## src/rtl/core/tmd_pkg.sv

```systemverilog
// Types and constants shared by the track mark detector core.
// No dependencies; imported by tmd_eval and track_mark_detector_core.
package tmd_pkg;

  localparam int THR_W  = 10;
  localparam int POS_W  = 32;
  localparam int CNT_W  = 8;
  localparam int EV_W   = 3;

  // configuration register indexes
  localparam logic CFG_LINE_THR  = 1'b0;
  localparam logic CFG_CLEAR_THR = 1'b1;

  localparam logic [THR_W-1:0] LINE_THR_RST  = 10'd200;
  localparam logic [THR_W-1:0] CLEAR_THR_RST = 10'd800;

  typedef enum logic [EV_W-1:0] {
    EV_NONE  = 3'd0,
    EV_LEFT  = 3'd1,
    EV_START = 3'd2,
    EV_CROSS = 3'd3,
    EV_RIGHT = 3'd4,
    EV_REARM = 3'd5
  } event_t;

  typedef struct packed {
    logic                    command;
    logic [THR_W-1:0]        left_outer;
    logic [THR_W-1:0]        left_inner;
    logic [THR_W-1:0]        right_inner;
    logic [THR_W-1:0]        right_outer;
    logic signed [POS_W-1:0] encoder_position;
  } sample_t;

  typedef struct packed {
    logic             left_latched;
    logic             right_latched;
    logic             crossing_latched;
    logic             awaiting_start;
    logic [CNT_W-1:0] mark_count;
    logic [CNT_W-1:0] left_count;
    logic [CNT_W-1:0] right_count;
  } tmd_state_t;

  localparam tmd_state_t STATE_RST = '{
    left_latched:     1'b0,
    right_latched:    1'b0,
    crossing_latched: 1'b0,
    awaiting_start:   1'b1,
    mark_count:       '0,
    left_count:       '0,
    right_count:      '0
  };

  typedef struct packed {
    event_t                  event_res;
    logic                    record_valid;
    logic signed [POS_W-1:0] record_position;
    logic                    encoder_zero;
    logic [CNT_W-1:0]        mark_total;
    logic [CNT_W-1:0]        left_total;
    logic [CNT_W-1:0]        right_total;
  } result_t;

endpackage

```

## src/rtl/core/track_mark_detector_core.sv

```systemverilog
// Top level of the track mark detector: input register, classifier and
// result register with stream handshakes. Depends on tmd_pkg and tmd_eval.
//
//  channel | dir | handshake              | payload
//  --------+-----+------------------------+-------------------------------------
//  in_     | in  | in_tvalid / in_tready  | in_tuser command, in_tdata readings+pos
//  out_    | out | out_tvalid / out_tready| out_tuser event, out_tdata record+totals
//  cfg_    | in  | cfg_valid / cfg_ready  | cfg_index register, cfg_data value
//
// One request per cycle sustained while out_tready stays high; a request
// passes the input register, then the result register, whose valid bit
// drives out_tvalid. The detector state advances as a request leaves the
// input register, so consecutive samples see each other's updates with no
// bubble.
// Synchronous active-low reset clears both stage valids, the detector state and
// loads the default thresholds. Back-pressure on out_tready stalls the
// result register first, then the input register; cfg_ready is always high.
module track_mark_detector_core
  import tmd_pkg::*;
(
  input  logic        clk,
  input  logic        rst_n,

  input  logic        in_tvalid,
  output logic        in_tready,
  // [9:0] left_outer, [19:10] left_inner, [29:20] right_inner,
  // [39:30] right_outer, [71:40] encoder_position
  input  logic [71:0] in_tdata,
  // [0] command
  input  logic        in_tuser,

  output logic        out_tvalid,
  input  logic        out_tready,
  // [0] record_valid, [32:1] record_position, [33] encoder_zero,
  // [41:34] mark_total, [49:42] left_total, [57:50] right_total, [63:58] zero
  output logic [63:0] out_tdata,
  // [2:0] event_res
  output logic [2:0]  out_tuser,

  input  logic        cfg_valid,
  output logic        cfg_ready,
  input  logic        cfg_index,
  input  logic [9:0]  cfg_data
);

  // stage registers
  logic             s1_valid_r;
  sample_t          s1_sample_r;
  logic             out_valid_r;
  result_t          out_res_r;

  tmd_state_t       state_r;
  tmd_state_t       state_nxt;
  result_t          res_nxt;

  logic [THR_W-1:0] line_thr_r;
  logic [THR_W-1:0] clear_thr_r;

  logic             out_free;
  logic             s1_move;
  logic             in_take;

  // result register takes a new request when empty or being drained
  assign out_free  = !out_valid_r || out_tready;
  assign s1_move   = s1_valid_r && out_free;
  assign in_tready = !s1_valid_r || out_free;
  assign in_take   = in_tvalid && in_tready;
  assign cfg_ready = 1'b1;

  tmd_eval u_eval (
    .sample    (s1_sample_r),
    .state     (state_r),
    .line_thr  (line_thr_r),
    .clear_thr (clear_thr_r),
    .state_nxt (state_nxt),
    .res       (res_nxt)
  );

  // control and detector state
  always_ff @(posedge clk) begin
    if (!rst_n) begin
      s1_valid_r  <= 1'b0;
      out_valid_r <= 1'b0;
      state_r     <= STATE_RST;
      line_thr_r  <= LINE_THR_RST;
      clear_thr_r <= CLEAR_THR_RST;
    end else begin
      if (in_tready) begin
        s1_valid_r <= in_tvalid;
      end
      if (out_free) begin
        out_valid_r <= s1_valid_r;
      end
      if (s1_move) begin
        state_r <= state_nxt;
      end
      if (cfg_valid && cfg_ready) begin
        unique case (cfg_index)
          CFG_LINE_THR:  line_thr_r  <= cfg_data;
          CFG_CLEAR_THR: clear_thr_r <= cfg_data;
          default:       line_thr_r  <= line_thr_r;
        endcase
      end
    end
  end

  // payload, no reset needed
  always_ff @(posedge clk) begin
    if (in_take) begin
      s1_sample_r.command          <= in_tuser;
      s1_sample_r.left_outer       <= in_tdata[9:0];
      s1_sample_r.left_inner       <= in_tdata[19:10];
      s1_sample_r.right_inner      <= in_tdata[29:20];
      s1_sample_r.right_outer      <= in_tdata[39:30];
      s1_sample_r.encoder_position <= in_tdata[71:40];
    end
    if (s1_move) begin
      out_res_r <= res_nxt;
    end
  end

  assign out_tvalid = out_valid_r;
  assign out_tuser  = out_res_r.event_res;
  assign out_tdata  = {6'd0,
                       out_res_r.right_total,
                       out_res_r.left_total,
                       out_res_r.mark_total,
                       out_res_r.encoder_zero,
                       out_res_r.record_position,
                       out_res_r.record_valid};

endmodule

```

## src/rtl/core/tmd_eval.sv

```systemverilog
// Per-sample mark classification: threshold compares, priority rules,
// next detector state and the result. Depends on tmd_pkg.
module tmd_eval
  import tmd_pkg::*;
(
  input  sample_t          sample,
  input  tmd_state_t       state,
  input  logic [THR_W-1:0] line_thr,
  input  logic [THR_W-1:0] clear_thr,
  output tmd_state_t       state_nxt,
  output result_t          res
);

  logic see_l, see_r, clr_l, clr_r;

  assign see_l = (sample.left_outer  < line_thr) || (sample.left_inner  < line_thr);
  assign see_r = (sample.right_inner < line_thr) || (sample.right_outer < line_thr);
  assign clr_l = (sample.left_outer  > clear_thr) && (sample.left_inner  > clear_thr);
  assign clr_r = (sample.right_inner > clear_thr) && (sample.right_outer > clear_thr);

  always_comb begin
    state_nxt           = state;
    res.event_res       = EV_NONE;
    res.record_valid    = 1'b0;
    res.record_position = '0;
    res.encoder_zero    = 1'b0;

    if (sample.command) begin
      state_nxt = STATE_RST;
    end else begin
      priority if (see_l && clr_r && !state.left_latched) begin
        state_nxt.mark_count   = state.mark_count + 1'b1;
        state_nxt.left_count   = state.left_count + 1'b1;
        state_nxt.left_latched = 1'b1;
        res.event_res          = EV_LEFT;
        res.record_valid       = 1'b1;
        res.record_position    = sample.encoder_position;
      end else if (clr_l && see_r && !state.right_latched && state.awaiting_start) begin
        state_nxt.right_count    = state.right_count + 1'b1;
        state_nxt.right_latched  = 1'b1;
        state_nxt.awaiting_start = 1'b0;
        res.event_res            = EV_START;
        res.record_valid         = 1'b1;
        res.encoder_zero         = 1'b1;
      end else if (see_l && see_r && !state.crossing_latched) begin
        state_nxt.crossing_latched = 1'b1;
        state_nxt.right_latched    = 1'b1;
        state_nxt.left_latched     = 1'b1;
        res.event_res              = EV_CROSS;
      end else if (clr_l && see_r && !state.right_latched && !state.awaiting_start) begin
        // later right marks count but leave the right latch alone
        state_nxt.right_count = state.right_count + 1'b1;
        state_nxt.mark_count  = state.mark_count + 1'b1;
        res.event_res         = EV_RIGHT;
        res.record_valid      = 1'b1;
        res.record_position   = sample.encoder_position;
      end else if (clr_l && clr_r) begin
        state_nxt.crossing_latched = 1'b0;
        state_nxt.right_latched    = 1'b0;
        state_nxt.left_latched     = 1'b0;
        res.event_res              = EV_REARM;
      end else begin
        res.event_res = EV_NONE;
      end
    end

    res.mark_total  = state_nxt.mark_count;
    res.left_total  = state_nxt.left_count;
    res.right_total = state_nxt.right_count;
  end

endmodule

```

## config.mk

```make
export PLATFORM = sky130hd
export DESIGN_NAME = track_mark_detector_core
export DESIGN_NICKNAME = d
export VERILOG_FILES = /design/src/rtl/core/tmd_pkg.sv /design/src/rtl/core/track_mark_detector_core.sv /design/src/rtl/core/tmd_eval.sv
export SDC_FILE = /design/constraint.sdc
export NUM_CORES = 1
export LEC_CHECK = 0
export BUFFER_PORTS_ARGS = -buffer_cell sky130_fd_sc_hd__buf_2
export CAP_MARGIN = 20
export CORE_AREA = 4 4 134 136
export CTS_BUF_LIST = sky130_fd_sc_hd__clkbuf_16
export CTS_CLUSTER_DIAMETER = 80
export DETAILED_ROUTE_END_ITERATION = 8
export DIE_AREA = 0 0 138 140
export PLACE_DENSITY_LB_ADDON = 0.2
export RECOVER_POWER = 25
export SYNTH_ARGS = -nofsm -noshare
export SYNTH_HDL_FRONTEND = slang
export SYNTH_HIERARCHICAL = 1
export SYNTH_SLANG_ARGS = --single-unit
```

## constraint.sdc

```tcl
create_clock -name clk -period 3.8 [get_ports clk]
set_input_delay 0.38 -clock clk [delete_from_list [all_inputs] [get_ports clk]]
set_output_delay 0.38 -clock clk [all_outputs]
set_load 0.1 [all_outputs]
```

[Word level (Yosys, flattened, before mapping)]
Index checks and enable logic that the tools add are counted.
Word-level totals
  register bits after elaboration: 184
  word-level logic and storage cells: 107
  bits of input ports: 89
Operators by class
  add/subtract/negate cells: 3
  equality and inequality tests: 6
  bitwise operators: 1
  multiplexer cells: 28
  reductions and logical operators: 35
  magnitude comparators: 8
Operators with widths (number)
  $mux W8: 9
  $mux W33: 2
  $gt A10 B10 Y1: 4
  $lt A10 B10 Y1: 4
  $mux W34: 1
  $mux W32: 1
  $mux W28: 1
  $add A8 B1 Y8 const B: 3
  $mux W3: 7
  $logic_and A1 B1 Y1: 13
  $ne A4 B2 Y1 const B: 2
  $reduce_and A4 Y1: 2
  $reduce_bool A4 Y1: 2
  $logic_not A1 Y1: 6
  $mux W1: 6
  $ne A3 B2 Y1 const B: 2
  $reduce_and A5 Y1: 1
  $logic_or A1 B1 Y1: 4
  $ne A2 B2 Y1 const B: 2
  $reduce_and A2 Y1: 2
  $reduce_or A4 Y1: 1
  $reduce_and A3 Y1: 1
  $reduce_bool A3 Y1: 1
  $mux W2: 1
  3 further kinds: 3

[Depth between registers and ports, before layout]
Gate-level depths: netlist of the first run.
  depth in word-level cells: 10
  depth in mapped cells: 14
  depth with buffers taken out: 12

[Hierarchy]
Netlist of the first run, hierarchy kept.
By module, submodules not included
  track_mark_detector_core: area each 6058.3 µm², instances 1, cells each 364
  tmd_eval: area each 3007.9 µm², instances 1, cells each 407

[Least setup slack after synthesis of the first run]
No wires, ideal clock.
  kind: register -> register
  start: reg out_valid_r, in the netlist out_tvalid
  end: reg s1_sample_r[0] (netlist bit) (enable)
  stages on the path, launching flop included: 5
  slack: -0.162 ns
  clock period less this slack: 3.962 ns
  library setup time: 0.439 ns
  data arrival time: 3.523 ns
  buffers on the path: 1
  path through: dfxtp_1 > nor2b_4 > buf_6 > nand2_1 > and2_1
On the way
  word-level cells in the longest chain between the ends: 4
RTL lines
  from (decl): RTL line track_mark_detector_core.sv:49  | logic out_valid_r;
  from (signal assigned): RTL line track_mark_detector_core.sv:92  | out_valid_r <= s1_valid_r;
  $logic_not A1 Y1: RTL line track_mark_detector_core.sv:64  | assign out_free = !out_valid_r || out_tready;
  $logic_or A1 B1 Y1: RTL line track_mark_detector_core.sv:64
  $logic_or A1 B1 Y1: RTL line track_mark_detector_core.sv:66  | assign in_tready = !s1_valid_r || out_free;
  via in_tready: RTL line track_mark_detector_core.sv:25  | output logic in_tready,
  $logic_and A1 B1 Y1: RTL line track_mark_detector_core.sv:67  | assign in_take = in_tvalid && in_tready;
  via in_take: RTL line track_mark_detector_core.sv:61  | logic in_take;
  to (decl): RTL line track_mark_detector_core.sv:48  | sample_t s1_sample_r;
The timed path passes the listed nets, and every way through them passes these cells.
A chain may end at the register's enable or synchronous reset.

==> impl_results.md, run 1 <==
* Final hold violation count at 0
* Number of enable flip-flop cells after synthesis at 134
* Placed instance count at 1107
* Total length of routed wires at 19.1 mm
* Skew-Pair Late Insertion Delay at 0.43 ns
* Minimum clock period after layout at 3.51 ns
* Syn Area/Cell at 11.8 sq um
* Core occupancy in the finished layout at 61.2%
* Post-synth design cell area at 9070 sq um
* Final RePlAce weighted congestion at 0.868
* Detailed placement HPWL at 14.5 mm
* Non-filler cells, final at 1139
* Fraction of final layout cells with drive strength greater than 1 at 22.4%
* Cell-by-cell listing of the critical path: inv_1 -> ha_1 -> a21oi_2 -> a211oi_2 -> a2111oi_4 -> a22oi_2 -> or4_4 -> o31a_4 -> or4_1 -> a21oi_1 -> nand2_1 -> mux2i_1
* Worst slew margin at 35.7%
* Post-route ant nets at 0
* Aggregate global routing overflow at 0
* Switch share at 26.5%
* Type of the worst setup path: reg -> reg
* Root buffer cell: sky130_fd_sc_hd__clkbuf_16
* Arrival time of the worst setup path at 3.87 ns
* Largest buffer count on any clock path at 2
* Max-cap violations at 0
* Top fanout value on the critical path at 15
* Power dissipated by switching net loads at 0.00123 W
* Gate power share at 13.5%
* Antenna violations before repair at 0
* Die extent in y at 140 um
* Cells after synthesis at 771
* Maximum achievable frequency at 285 MHz
* Run status: completed
* Number of global-route vias before repair at 6026
* Crit path largest cell delay at 0.59 ns
* Max-slew violation count at 0
* Ports placed on the boundary at 159
* Clock-pin transition on the worst setup and hold timing paths at 0.07 ns
* FP Rows at 48
* Layout Nets at 1069
* Post-DR wirelength/cell at 16.8 um
* Initial standard-cell utilization of the core at 53.5%
* Via density per instance at 5.35
* Inserted Diodes at 0
* Clock tree from TritonCTS: built
* 1st-iter DRT viols at 314
* Share of async-settable or async-resettable flops after synthesis at 0%
* Internal power at 0.00340 W
* Final clock skew at 0.00916 ns
* #FFs+latches synth at 184
* Final Setup Violations at 0
* Clock network fraction of design power at 37.2%
* Area added between synthesis and finish at 14.3%
* Unique cell type count in the Yosys netlist at 63
* CTS Buf Count at 17
* Fin crit share at 92.5%
* Required time of the critical path at 4.15 ns
* Count of yosys warnings during synthesis at 6
* Critical-path top delay cell: sky130_fd_sc_hd__or4_4
* Worst path buffer plus inverter count at 1
* Total via count in the routed design at 6095
* Kind of end point of the critical path: flop
* Worst-margin pin slew at 0.965 ns
* Flip-flop cell with the highest count after synthesis: sky130_fd_sc_hd__edfxtp_1
* Total chip power at 0.00463 W
* Post-CTS setup buffer count at 0
* Unrepaired setup endpoints after global routing: no
* Most common cell after layout, fill and taps aside: sky130_fd_sc_hd__buf_2
* Gr usage total at 19.8%
* Maximum number of pins on one net before global-route repair at 74
* Number of buffers inserted by port buffering at 151
* Sequential share of the synthesized area at 55.4%
* Drt first pass iters at 5
* Fin Hold WS at 0.124 ns
* Cell Pwr Density at 447 nW/um^2
* Core area at 16900 sq um
* Overall die area at 19300 sq um
* Count of cells resized by post-cts repair at 0
* H-tree levels at 4
* Hold-fix buffers, CTS at 0
* Leading cell types in the layout, fill and taps excluded: sky130_fd_sc_hd__buf_2, sky130_fd_sc_hd__edfxtp_1, sky130_fd_sc_hd__nand2_1, sky130_fd_sc_hd__ha_1, sky130_fd_sc_hd__dfxtp_1
* Chip width at 138 um
* Kind of cell with the highest combined delay on the critical path: compound AO/OA/AOI/OAI gates
* Type of element launching the critical path: flop
* Power share of the sequential group at 49.3%
* Total negative setup slack at 0 ns
* Residual DRC at 0
* TritonCTS sink count at 184
* Class of the tightest hold or removal check: in -> reg
* R2R setup slack at 0.29 ns
* Filler cells at 1409
* Leakage at 4.30 nW
* Global-route wire length before repair at 30.5 mm
* Maximum vdd ir drop at 0.000318 V
## synthesized netlist by cell type, types with 2 or more instances
cell,number,share of area [%]
sky130_fd_sc_hd__edfxtp_1,134,44
sky130_fd_sc_hd__nand2_1,117,4.8
sky130_fd_sc_hd__ha_1,79,11
sky130_fd_sc_hd__dfxtp_1,50,11
sky130_fd_sc_hd__a21oi_1,37,2.0
sky130_fd_sc_hd__and2_1,36,2.5
sky130_fd_sc_hd__inv_1,35,1.4
sky130_fd_sc_hd__buf_4,32,2.6
sky130_fd_sc_hd__mux2i_1,30,3.3
sky130_fd_sc_hd__nor2_1,28,1.2
sky130_fd_sc_hd__nand3_1,25,1.4
sky130_fd_sc_hd__a21boi_0,16,1.3
sky130_fd_sc_hd__a21o_1,16,1.3
sky130_fd_sc_hd__o21ai_0,11,0.61
sky130_fd_sc_hd__clkbuf_1,9,0.37
sky130_fd_sc_hd__nand4_1,9,0.62
sky130_fd_sc_hd__nor2b_1,7,0.48
sky130_fd_sc_hd__buf_2,6,0.33
sky130_fd_sc_hd__or3_1,6,0.41
sky130_fd_sc_hd__xnor2_1,6,0.58
sky130_fd_sc_hd__a211oi_1,5,0.41
sky130_fd_sc_hd__nand2b_1,5,0.35
sky130_fd_sc_hd__o31ai_1,5,0.41
sky130_fd_sc_hd__and3_1,4,0.28
sky130_fd_sc_hd__nor3_1,4,0.22
sky130_fd_sc_hd__a221o_1,3,0.33
sky130_fd_sc_hd__and4_1,3,0.29
sky130_fd_sc_hd__mux2_2,3,0.37
sky130_fd_sc_hd__o211ai_1,3,0.25
sky130_fd_sc_hd__o21a_1,3,0.25
sky130_fd_sc_hd__a211o_1,2,0.19
sky130_fd_sc_hd__a31o_2,2,0.19
sky130_fd_sc_hd__a41oi_1,2,0.19
sky130_fd_sc_hd__buf_12,2,0.44
sky130_fd_sc_hd__buf_6,2,0.25
sky130_fd_sc_hd__conb_1,2,0.083
sky130_fd_sc_hd__nor4_1,2,0.14
sky130_fd_sc_hd__o221a_2,2,0.25
sky130_fd_sc_hd__or3_2,2,0.17
sky130_fd_sc_hd__or4_1,2,0.17
sky130_fd_sc_hd__xor2_1,2,0.19
## cell families after synthesis
kind of cell | synth area share [%]
buf+inv | 5.80
flops | 55.4
other cells | 0.0828
xor+xnor | 0.773
fa+ha+maj | 10.9
simple gates | 13.9
mux | 3.68
compound gates | 9.47
## worst paths after layout
path / start / endpoint / cells past startpoint
max: line_thr_r[4]$_SDFFE_PN0P_ / state_r[21]$_SDFFE_PN0P_ / 12
min: in_tdata[42] / s1_sample_r[2]$_DFFE_PP_ / 1
max reg2reg: line_thr_r[4]$_SDFFE_PN0P_ / state_r[21]$_SDFFE_PN0P_ / 12
min reg2reg: line_thr_r[9]$_SDFFE_PN0P_ / line_thr_r[9]$_SDFFE_PN0P_ / 2
## through the flow
stage | area, sq um | setup WS, ns
2_1_floorplan | 9090 | 0.537
3_3_place_gp | 9800 | 0.387
3_5_place_dp | 9800 | 0.295
4_1_cts | 10400 | 0.279
5_1_grt | 10400 | 0.129
6_report | 10400 | 0.286
## layout make-up
class                      count  area [sq um]  share of cell area (%)
clock buffer                  17           425                    4.10
clock inverter                15           154                    1.48
inverter                      36           135                    1.30
multi-input combinational    502          3530                    34.1
sequential                   184          5020                    48.5
tap                          225           282                    2.72
timing repair buffer         160           815                    7.86
## per-layer routing
metal	global-route usage [%]	vias to the layer above	wire length, um
li1	-	2995	-
met1	23.5	2893	7890
met2	35.6	178	9980
met3	4.71	29	889
met4	5.98	0	331
met5	0	-	0
## state kept, by name, indices dropped and copies added, names as in the netlist
| name | flops |
|---|---|
| s1_valid_r | 1 |
| out_tuser | 3 |
| s1_sample_r | 73 |
| out_tvalid | 1 |
| state_r | 28 |
| clear_thr_r | 10 |
| line_thr_r | 10 |
| out_tdata | 58 |
## power groups by stage
stage,sequential [W],combinational [W],clock (W)
final,0.00228,0.000627,0.00172
after global routing,0.00229,0.000677,0.00186
after floorplan,0.00246,0.000331,0
after detailed placement,0.00233,0.000624,0
after CTS,0.00228,0.000628,0.00176
after global placement,0.00232,0.000614,0
Note: power is estimated with default switching activity, not from simulation.
==> run 2: changes to the inputs <==
--- a/config.mk
+++ b/config.mk
@@ -5,13 +5,14 @@
 export SDC_FILE = /design/constraint.sdc
 export NUM_CORES = 1
 export LEC_CHECK = 0
+export ABC_AREA = 1
 export BUFFER_PORTS_ARGS = -buffer_cell sky130_fd_sc_hd__buf_2
 export CAP_MARGIN = 20
-export CORE_AREA = 4 4 134 136
+export CORE_AREA = 4 4 137 139
 export CTS_BUF_LIST = sky130_fd_sc_hd__clkbuf_16
 export CTS_CLUSTER_DIAMETER = 80
 export DETAILED_ROUTE_END_ITERATION = 8
-export DIE_AREA = 0 0 138 140
+export DIE_AREA = 0 0 141 143
 export PLACE_DENSITY_LB_ADDON = 0.2
 export RECOVER_POWER = 25
 export SYNTH_ARGS = -nofsm -noshare
==> run 2 against run 1 <==
Against the previous run: clock skew is 0.0029 ns higher; sequential power rose by 2%; utilization hardly changed; critical path type unchanged; largest power group unchanged.
==> impl_results.md, run 2 <==
* Maximum vdd ir drop at 0.000370 V
* Critical-path top delay cell: sky130_fd_sc_hd__dfxtp_1
* Drt first pass iters at 5
* Kind of end point of the critical path: flop
* Fin crit share at 79.3%
* Max FFs per register at 73
* Number of buffers inserted by port buffering at 151
* Ports placed on the boundary at 159
* Maximum achievable frequency at 332 MHz
* Most frequent cell after synthesis: sky130_fd_sc_hd__nand2_1
* Setup WS pre-CTS at 0.780 ns
* Via density per instance at 4.99
* Worst slew margin at 38.6%
* Max-slew violation count at 0
* Count of cells resized by post-cts repair at 0
* Post-route ant nets at 0
* Class of the tightest hold or removal check: in -> reg
* Hold-fix buffers, CTS at 0
* Post-synth design cell area at 9510 sq um
* Clock-pin transition on the worst setup and hold timing paths at 0.08 ns
* Share of async-settable or async-resettable flops after synthesis at 0%
* Leading cell types in the layout, fill and taps excluded: sky130_fd_sc_hd__nand2_1, sky130_fd_sc_hd__buf_2, sky130_fd_sc_hd__edfxtp_1, sky130_fd_sc_hd__nor2_1, sky130_fd_sc_hd__inv_1
* Area fraction of the dominant cell type after synthesis at 42.3%
* Layout Nets at 1299
* Syn Area/Cell at 9.41 sq um
* Leakage at 4.80 nW
* Worst-margin pin slew at 0.922 ns
* #FFs+latches synth at 184
* Register ranked first by flip-flop count: s1_sample_r
* Total chip power at 0.00493 W
* Sequential share of the synthesized area at 52.8%
* H-tree levels at 4
* Total via count in the routed design at 6847
* Flip-flop cell with the highest count after synthesis: sky130_fd_sc_hd__edfxtp_1
* Synth top area cells: sky130_fd_sc_hd__edfxtp_1, sky130_fd_sc_hd__dfxtp_1, sky130_fd_sc_hd__ha_1
* Inserted Diodes at 0
* Cell-by-cell listing of the critical path: inv_1 -> ha_1 -> nand2_1 -> nor2_1 -> nand3_1 -> nand3_1 -> nand2_1 -> nand2_1 -> nor2_2 -> buf_4 -> inv_2 -> nand2_4 -> inv_2 -> buf_4 -> nor2_2
* Residual DRC at 0
* Max-cap violations at 0
* Clock tree from TritonCTS: built
* Placed instance count at 1341
* Top post-synthesis cells by count: sky130_fd_sc_hd__nand2_1, sky130_fd_sc_hd__edfxtp_1, sky130_fd_sc_hd__nor2_1
* 1st-iter DRT viols at 431
* Final RePlAce weighted congestion at 0.846
* Die extent in y at 143 um
* Crit path largest cell delay at 0.33 ns
* Minimum clock period after layout at 3.01 ns
* Maximum number of pins on one net before global-route repair at 57
* Arrival time of the worst setup path at 3.19 ns
* Final Setup Violations at 0
* Required time of the critical path at 3.98 ns
* TritonCTS sink count at 184
* Total negative setup slack at 0 ns
* Antenna violations before repair at 0
* Most common cell after layout, fill and taps aside: sky130_fd_sc_hd__nand2_1
* Final clock skew at 0.0121 ns
* FP Rows at 49
* Chip width at 141 um
* Root buffer cell: sky130_fd_sc_hd__clkbuf_16
* Most Frequent Cell on Critical Path: sky130_fd_sc_hd__nand2_1
* Aggregate global routing overflow at 0
* Post-CTS setup buffer count at 0
* Number of global-route vias before repair at 6339
* Global-route wire length before repair at 31.2 mm
* Cell Pwr Density at 456 nW/um^2
* Fraction of final layout cells with drive strength greater than 1 at 21.1%
* Count of yosys warnings during synthesis at 6
* Post-DR wirelength/cell at 14.2 um
* Filler cells at 1513
* Type of element launching the critical path: flop
* Top fanout value on the critical path at 16
* Number of enable flip-flop cells after synthesis at 134
* Cells after synthesis at 1011
* Detailed placement HPWL at 14.2 mm
* Skew-Pair Late Insertion Delay at 0.43 ns
* Setup ws final at 0.786 ns
* Largest buffer count on any clock path at 2
* Type of the worst setup path: reg -> reg
* Area added between synthesis and finish at 13.6%
* Gr usage total at 19.5%
* Final hold violation count at 0
* Overall die area at 20200 sq um
* Total length of routed wires at 19.5 mm
* Initial standard-cell utilization of the core at 53.9%
* CTS Buf Count at 17
* Non-filler cells, final at 1373
* Unique cell type count in the Yosys netlist at 38
* Core area at 17700 sq um
* Run status: completed
* Cell taking the most area after synthesis: sky130_fd_sc_hd__edfxtp_1
* Unrepaired setup endpoints after global routing: no
run 2: metrics by stage:
step / utilization [%] / cell area (sq um) / hold WS (ns)
3_5_place_dp: 57.8 / 10200 / 0.456
4_1_cts: 61.2 / 10800 / 0.101
2_1_floorplan: - / 9530 / 0.442
3_3_place_gp: 57.8 / 10200 / 0.456
6_report: 61.2 / 10800 / 0.121
5_1_grt: 61.2 / 10800 / 0.0953
run 2: path summary, 6_finish.rpt:
kind	startpoint	end	slack (ns)	cells past startpoint
setup reg to reg	line_thr_r[9]$_SDFFE_PN0P_	out_tdata[31]$_DFFE_PP_	0.79	15
hold reg to reg	clear_thr_r[8]$_SDFFE_PN1P_	clear_thr_r[8]$_SDFFE_PN1P_	0.47	2
setup / recovery	line_thr_r[9]$_SDFFE_PN0P_	out_tdata[31]$_DFFE_PP_	0.79	15
hold / removal	in_tdata[14]	s1_sample_r[56]$_DFFE_PP_	0.12	1
run 2: report_power, final:
group / total, W / switching [W] / internal [W]
clock: 0.00179 / 0.000843 / 0.000947
sequential: 0.00233 / 0.0000611 / 0.00227
combinational: 0.000807 / 0.000584 / 0.000223
run 2: worst max-delay path, delay by kind of cell (launching register included):
| kind | cells | cell delay [ns] |
|---|---|---|
| fa+ha+maj | 1 | 0.31 |
| simple gates | 9 | 0.96 |
| buf+inv | 5 | 1.16 |
| flops | 1 | 0.33 |
run 2: logic make-up after synthesis:
kind of cell	after synthesis	synth area share (%)
AOI/OAI and AO/OA	111	6.30
xor gates and xnor gates	1	0.0921
adders and majority gates	79	10.4
buffers and inverters	182	9.40
DFF	184	52.8
other	2	0.0789
and+or+nand+nor	452	20.9
run 2: per-layer routing:
layer	wire length, um	track usage (%)	part of all wire [%]	vias to the layer above
li1	-	-	-	3544
met1	8470	25.1	43	3116
met2	9760	33.4	50	162
met3	884	3.72	4.5	25
met4	363	6.68	1.9	0
met5	0	0	0	-
run 2: cell type report:
type | instances | area [sq um] | share of cell area [%]
Clock buffer | 17 | 425 | 3.94
Clock inverter | 15 | 175 | 1.62
Inverter | 119 | 447 | 4.13
Multi-Input combinational cell | 650 | 3610 | 33.4
Sequential cell | 184 | 5020 | 46.5
Tap cell | 229 | 287 | 2.65
Timing Repair Buffer | 159 | 835 | 7.72
